--- src/kra_pkg.sv ---
// Package for keyed_running_average: controller state type and fixed widths.
// No dependencies.
package kra_pkg;

  localparam int KeyW   = 64;
  localparam int ValW   = 32;
  localparam int CntW   = 32;
  localparam int SumW   = 64;
  localparam int DivCntW = 7;

  typedef enum logic [2:0] {
    S_IDLE,
    S_RD_KEY,
    S_CMP_KEY,
    S_RD_DATA,
    S_UPDATE,
    S_DIV,
    S_OUT
  } state_t;

endpackage

--- src/kra_div.sv ---
// Bit-serial restoring divider: 64-bit magnitude by 32-bit count, one quotient
// bit per cycle, result clamped to signed 32 bits. Uses kra_pkg.
module kra_div (
  input  logic                      clk,
  input  logic                      rst,
  input  logic                      start,
  input  logic [kra_pkg::SumW-1:0]  mag,
  input  logic                      neg,
  input  logic [kra_pkg::CntW-1:0]  divisor,
  output logic                      done,
  output logic [kra_pkg::ValW-1:0]  mean
);

  logic [kra_pkg::SumW-1:0]    quo;
  logic [kra_pkg::CntW-1:0]    rem;
  logic [kra_pkg::CntW-1:0]    dvs;
  logic                        sgn;
  logic                        run;
  logic [kra_pkg::DivCntW-1:0] cnt;
  logic [kra_pkg::CntW:0]      shifted;
  logic [kra_pkg::CntW:0]      diff;
  logic                        ge;
  logic [kra_pkg::SumW-1:0]    q_pos;
  logic [kra_pkg::SumW-1:0]    q_neg;

  assign shifted = {rem, quo[kra_pkg::SumW-1]};
  assign diff    = shifted - {1'b0, dvs};
  assign ge      = !diff[kra_pkg::CntW];

  always_ff @(posedge clk) begin
    if (rst) begin
      run  <= 1'b0;
      done <= 1'b0;
      cnt  <= '0;
    end else begin
      done <= 1'b0;
      if (start) begin
        run <= 1'b1;
        cnt <= '0;
      end else if (run) begin
        cnt <= cnt + 1'b1;
        if (cnt == kra_pkg::DivCntW'(kra_pkg::SumW - 1)) begin
          run  <= 1'b0;
          done <= 1'b1;
        end
      end
    end
  end

  always_ff @(posedge clk) begin
    if (start) begin
      quo <= mag;
      rem <= '0;
      dvs <= divisor;
      sgn <= neg;
    end else if (run) begin
      rem <= ge ? diff[kra_pkg::CntW-1:0] : shifted[kra_pkg::CntW-1:0];
      quo <= {quo[kra_pkg::SumW-2:0], ge};
    end
  end

  always_comb begin
    q_pos = (quo > 64'h7FFF_FFFF) ? 64'h7FFF_FFFF : quo;
    q_neg = (quo > 64'h8000_0000) ? 64'h8000_0000 : quo;
    q_neg = 64'd0 - q_neg;
    mean  = sgn ? q_neg[kra_pkg::ValW-1:0] : q_pos[kra_pkg::ValW-1:0];
  end

endmodule

--- config.mk ---
export PLATFORM = sky130hd
export DESIGN_NAME = kra_div
export DESIGN_NICKNAME = d
export VERILOG_FILES = /design/src/kra_pkg.sv /design/src/kra_div.sv
export SDC_FILE = /design/constraint.sdc
export NUM_CORES = 1
export LEC_CHECK = 0
export ABC_AREA = 1
export BUFFER_PORTS_ARGS = -buffer_cell sky130_fd_sc_hd__buf_2
export CORE_ASPECT_RATIO = 0.5
export CORE_MARGIN = 2
export CORE_UTILIZATION = 40
export DETAILED_ROUTE_END_ITERATION = 7
export PLACE_DENSITY = 0.66
export SYNTH_ARGS = -nofsm -noshare
export SYNTH_HDL_FRONTEND = slang
export SYNTH_SLANG_ARGS = --single-unit
--- constraint.sdc ---
create_clock -name clk -period 3 [get_ports clk]
set_clock_uncertainty 0.1 [all_clocks]
set_input_delay 0.6 -clock clk [delete_from_list [all_inputs] [get_ports clk]]
set_output_delay 0.6 -clock clk [all_outputs]
set_load 0.05 [all_outputs]
==> results.cfg <==
[run_status]
outcome = complete, but fails checks
violations = setup timing

[route]
routed_wl_um = 26680
first_pass_iters = 5
via_per_inst = 5.075
drtIter0Drc = 625
routedWlPerCell_um = 14.44
drc = 0
via_count = 9378
ant_nets = 0

[placement]
portBuffers = 132
dpl-instance-area_um2 = 10990
gp_congestion = 0.9078
hpwlAfterDp_um = 19800

[cells_and_area]
area_delta_synth_final_pct = 29.19
drive_gt1_share_pct = 22.97
finalNetCount = 1663
nFillCells = 2217
design_area_um2 = 12270
seqCellArea_um2 = 3734
diodes = 0
multi_input_area_um2 = 5172

[floorplanning]
die_area_um2 = 25060
die_h_um = 112.9
initial_core_util_pct = 41.14
core-area_um2 = 23080
rows = 39
die_w_um = 221.9
io_pins = 133

[global_routing]
grt_overflow = 0
grt_pass1_vias = 9168
grt_pass1_wl_um = 43860
grt_antenna_before_repair = 0
grt_use_total_pct = 21.74
grt_max_degree = 52

[clocking]
cts_made_buffers = 17
cts_tree = yes
insertion_delay_ns = 0.44
hold_buffers = 0
ctsRootBufferMaster = clkbuf_16
cts_buffer_depth = 2
htree_levels = 4
cts.sinks = 138
clkTransAtPathRegs_ns = 0.07

[setup_path]
reg2regPathDepth = 16
crit_type = reg2out
rr_startpoint = quo[63]$_DFFE_PP_
rr_endpoint = rem[27]$_SDFFE_PP0P_
rrSetupSlack_ns = 0.19
cp-end-kind = output pin
start_kind = flip-flop
critPathArrivalTime_ns = 2.67
cp_max_fo = 8
cp.required_ns = 2.30

[synth]
synthFlopType = edfxtp_1
ys_top_cells_by_area = edfxtp_1, nand2_1, dfxtp_1
yosysWarnings = 0
ys_types = 47
netlist.area_leader.share_pct = 30.68
async_flop_share_pct = 0
seq_area_frac_synth_pct = 39.32
ys_ff_latch = 138
syn_area_um2 = 9495
synth-edff-count = 97
synth_nets = 1465
syn_inst = 1330
avgSynthCellArea_um2 = 7.139
synth.largest_area_cell = edfxtp_1

[timing]
rsz0062_at_grt = true
slew_viol_final = 0
hold_ws_ns = 0.2352
maxSlewHeadroom_pct = 53.15
fin_crit_sh_pct = 112.4
finalCriticalPeriod_ns = 3.373
final-hold-violation-count = 0
tightest_slew_ns = 0.6955
setup_ws_ns = -0.3730
setup_violations = 31
max_freq_ghz = 0.2965

[power]
power.density_nw_per_um2 = 440.5
peakVddDrop_mv = 0.2644
p_leak_nw = 5.963

[run]
cap_violations = 0

[hold_path]
hold_path_depth = 1
whs_endpoint = dvs[15]$_DFFE_PP_
worstHoldPathType = in2reg
min_from = divisor[15]
==> flip-flops by register name, indices dropped and copies added (netlist names) <==
register	count
dvs	32
sgn	1
rem	32
done	1
cnt	7
run	1
quo	64
==> layer usage <==
metal | GRT usage [%] | share of wire [%] | vias up
met5 | 0 | 0 | -
met4 | 6.802 | 2.0 | 0
met3 | 4.466 | 4.0 | 45
met2 | 37.38 | 48 | 223
met1 | 27.70 | 46 | 4365
li1 | - | - | 4745
==> per-stage QoR <==
step	TNS (ns)	setup slack (ns)	utilization [%]	power, mW	std cells
floorplan	-0.1007	-0.1007	-	2.834	1330
global placement	0	0.005854	47.61	3.163	1799
detailed placement	-0.1802	-0.04095	47.61	3.176	1799
CTS	-9.335	-0.3625	52.51	5.430	1839
global route	-14.29	-0.5248	53.15	5.634	1848
finish	-9.036	-0.3730	53.15	5.404	1848
==> layout by cell type, fill, tap and decap left out, drive strengths merged, types with 4 or more instances in the layout <==
master,Yosys,layout
nand3,74,74
nor2,131,131
xor2,14,14
o21a,4,4
nand3b,6,6
buf,30,233
o41ai,28,28
nand4,11,11
nand2,471,472
nor3,12,12
clkinv,1,8
o22ai,4,4
ha,34,34
inv,149,151
edfxtp,97,97
clkbuf,27,25
dfxtp,41,41
o21ai,96,96
xnor2,19,19
a21oi,59,59
==> power breakdown <==
part	internal (mW)	switching, mW	leakage [nW]
logic	0.351	0.617	4.34
registers	2.20	0.0670	1.31
clock network	1.31	0.862	0.312
==> logic make-up after synthesis <==
| logic type | count (synthesis) | share of synthesized area, % |
|---|---|---|
| and+or+nand+nor | 710 | 30.65 |
| DFF | 138 | 39.32 |
| adders and majority gates | 35 | 4.691 |
| buffers and inverters | 207 | 9.197 |
| xor gates and xnor gates | 33 | 3.044 |
| AOI/OAI and AO/OA | 207 | 13.10 |
==> cells in the mapped netlist, types with 2 or more instances <==
master	count
buf_4	3
o21bai_1	3
nand2_1	462
nor3_1	12
nor2_1	121
nor2_4	3
o21ai_1	6
xnor2_1	19
nand2_2	8
o41ai_2	4
nand4_1	11
clkbuf_1	24
nand3_1	73
a22oi_1	2
ha_1	34
o21a_1	4
a21oi_2	2
inv_1	149
nor4_1	3
xor2_1	14
nand3b_1	6
buf_2	20
dfxtp_1	41
a21boi_0	2
edfxtp_1	97
o22ai_1	4
a21oi_1	57
o21ai_0	89
a21o_1	2
nor2_2	7
o41ai_1	24
buf_6	6
clkbuf_2	3
o31ai_1	2
==> worst max-delay path, stage by stage, from the launching register on <==
cell and delay, ns:
edfxtp_1 0.40, nor2_1 0.16, nand2_1 0.15, nor2_1 0.12, nand2_1 0.07, nor2_2 0.14
nand2_4 0.10, nand2_8 0.13, buf_8 0.15, buf_6 0.11, o21a_1 0.14, nor2_1 0.06
xor2_1 0.15, a22oi_2 0.16, buf_6 0.18
==> layout make-up <==
type / instances / area share, %
Clock buffer: 23 / 4.508
Timing Repair Buffer: 235 / 14.59
Multi-Input combinational cell: 986 / 42.17
Sequential cell: 138 / 30.44
Inverter: 150 / 4.590
Clock inverter: 9 / 0.5814
Tap cell: 307 / 3.131
==> timing repair <==
item,4_1_cts,5_1_grt
buffers inserted,7,8
endpoints found under the setup margin,31,32
pin swaps,24,5
resized for setup,129,14
gates cloned,1,1
==> worst max-delay path by stage <==
stage | cells past startpoint | slack (ns) | from | endpoint
CTS | 15 | -0.36 | quo[36]$_DFFE_PP_ | mean[9]
detailed placement | 17 | -0.04 | quo[51]$_DFFE_PP_ | mean[18]
floorplan | 14 | -0.10 | quo[2]$_DFFE_PP_ | mean[8]
global route | 16 | -0.52 | quo[49]$_DFFE_PP_ | mean[21]
global placement | 18 | 0.006 | quo[53]$_DFFE_PP_ | mean[26]
finish | 14 | -0.37 | quo[10]$_DFFE_PP_ | mean[9]
Power figures use the tool's default switching activity.
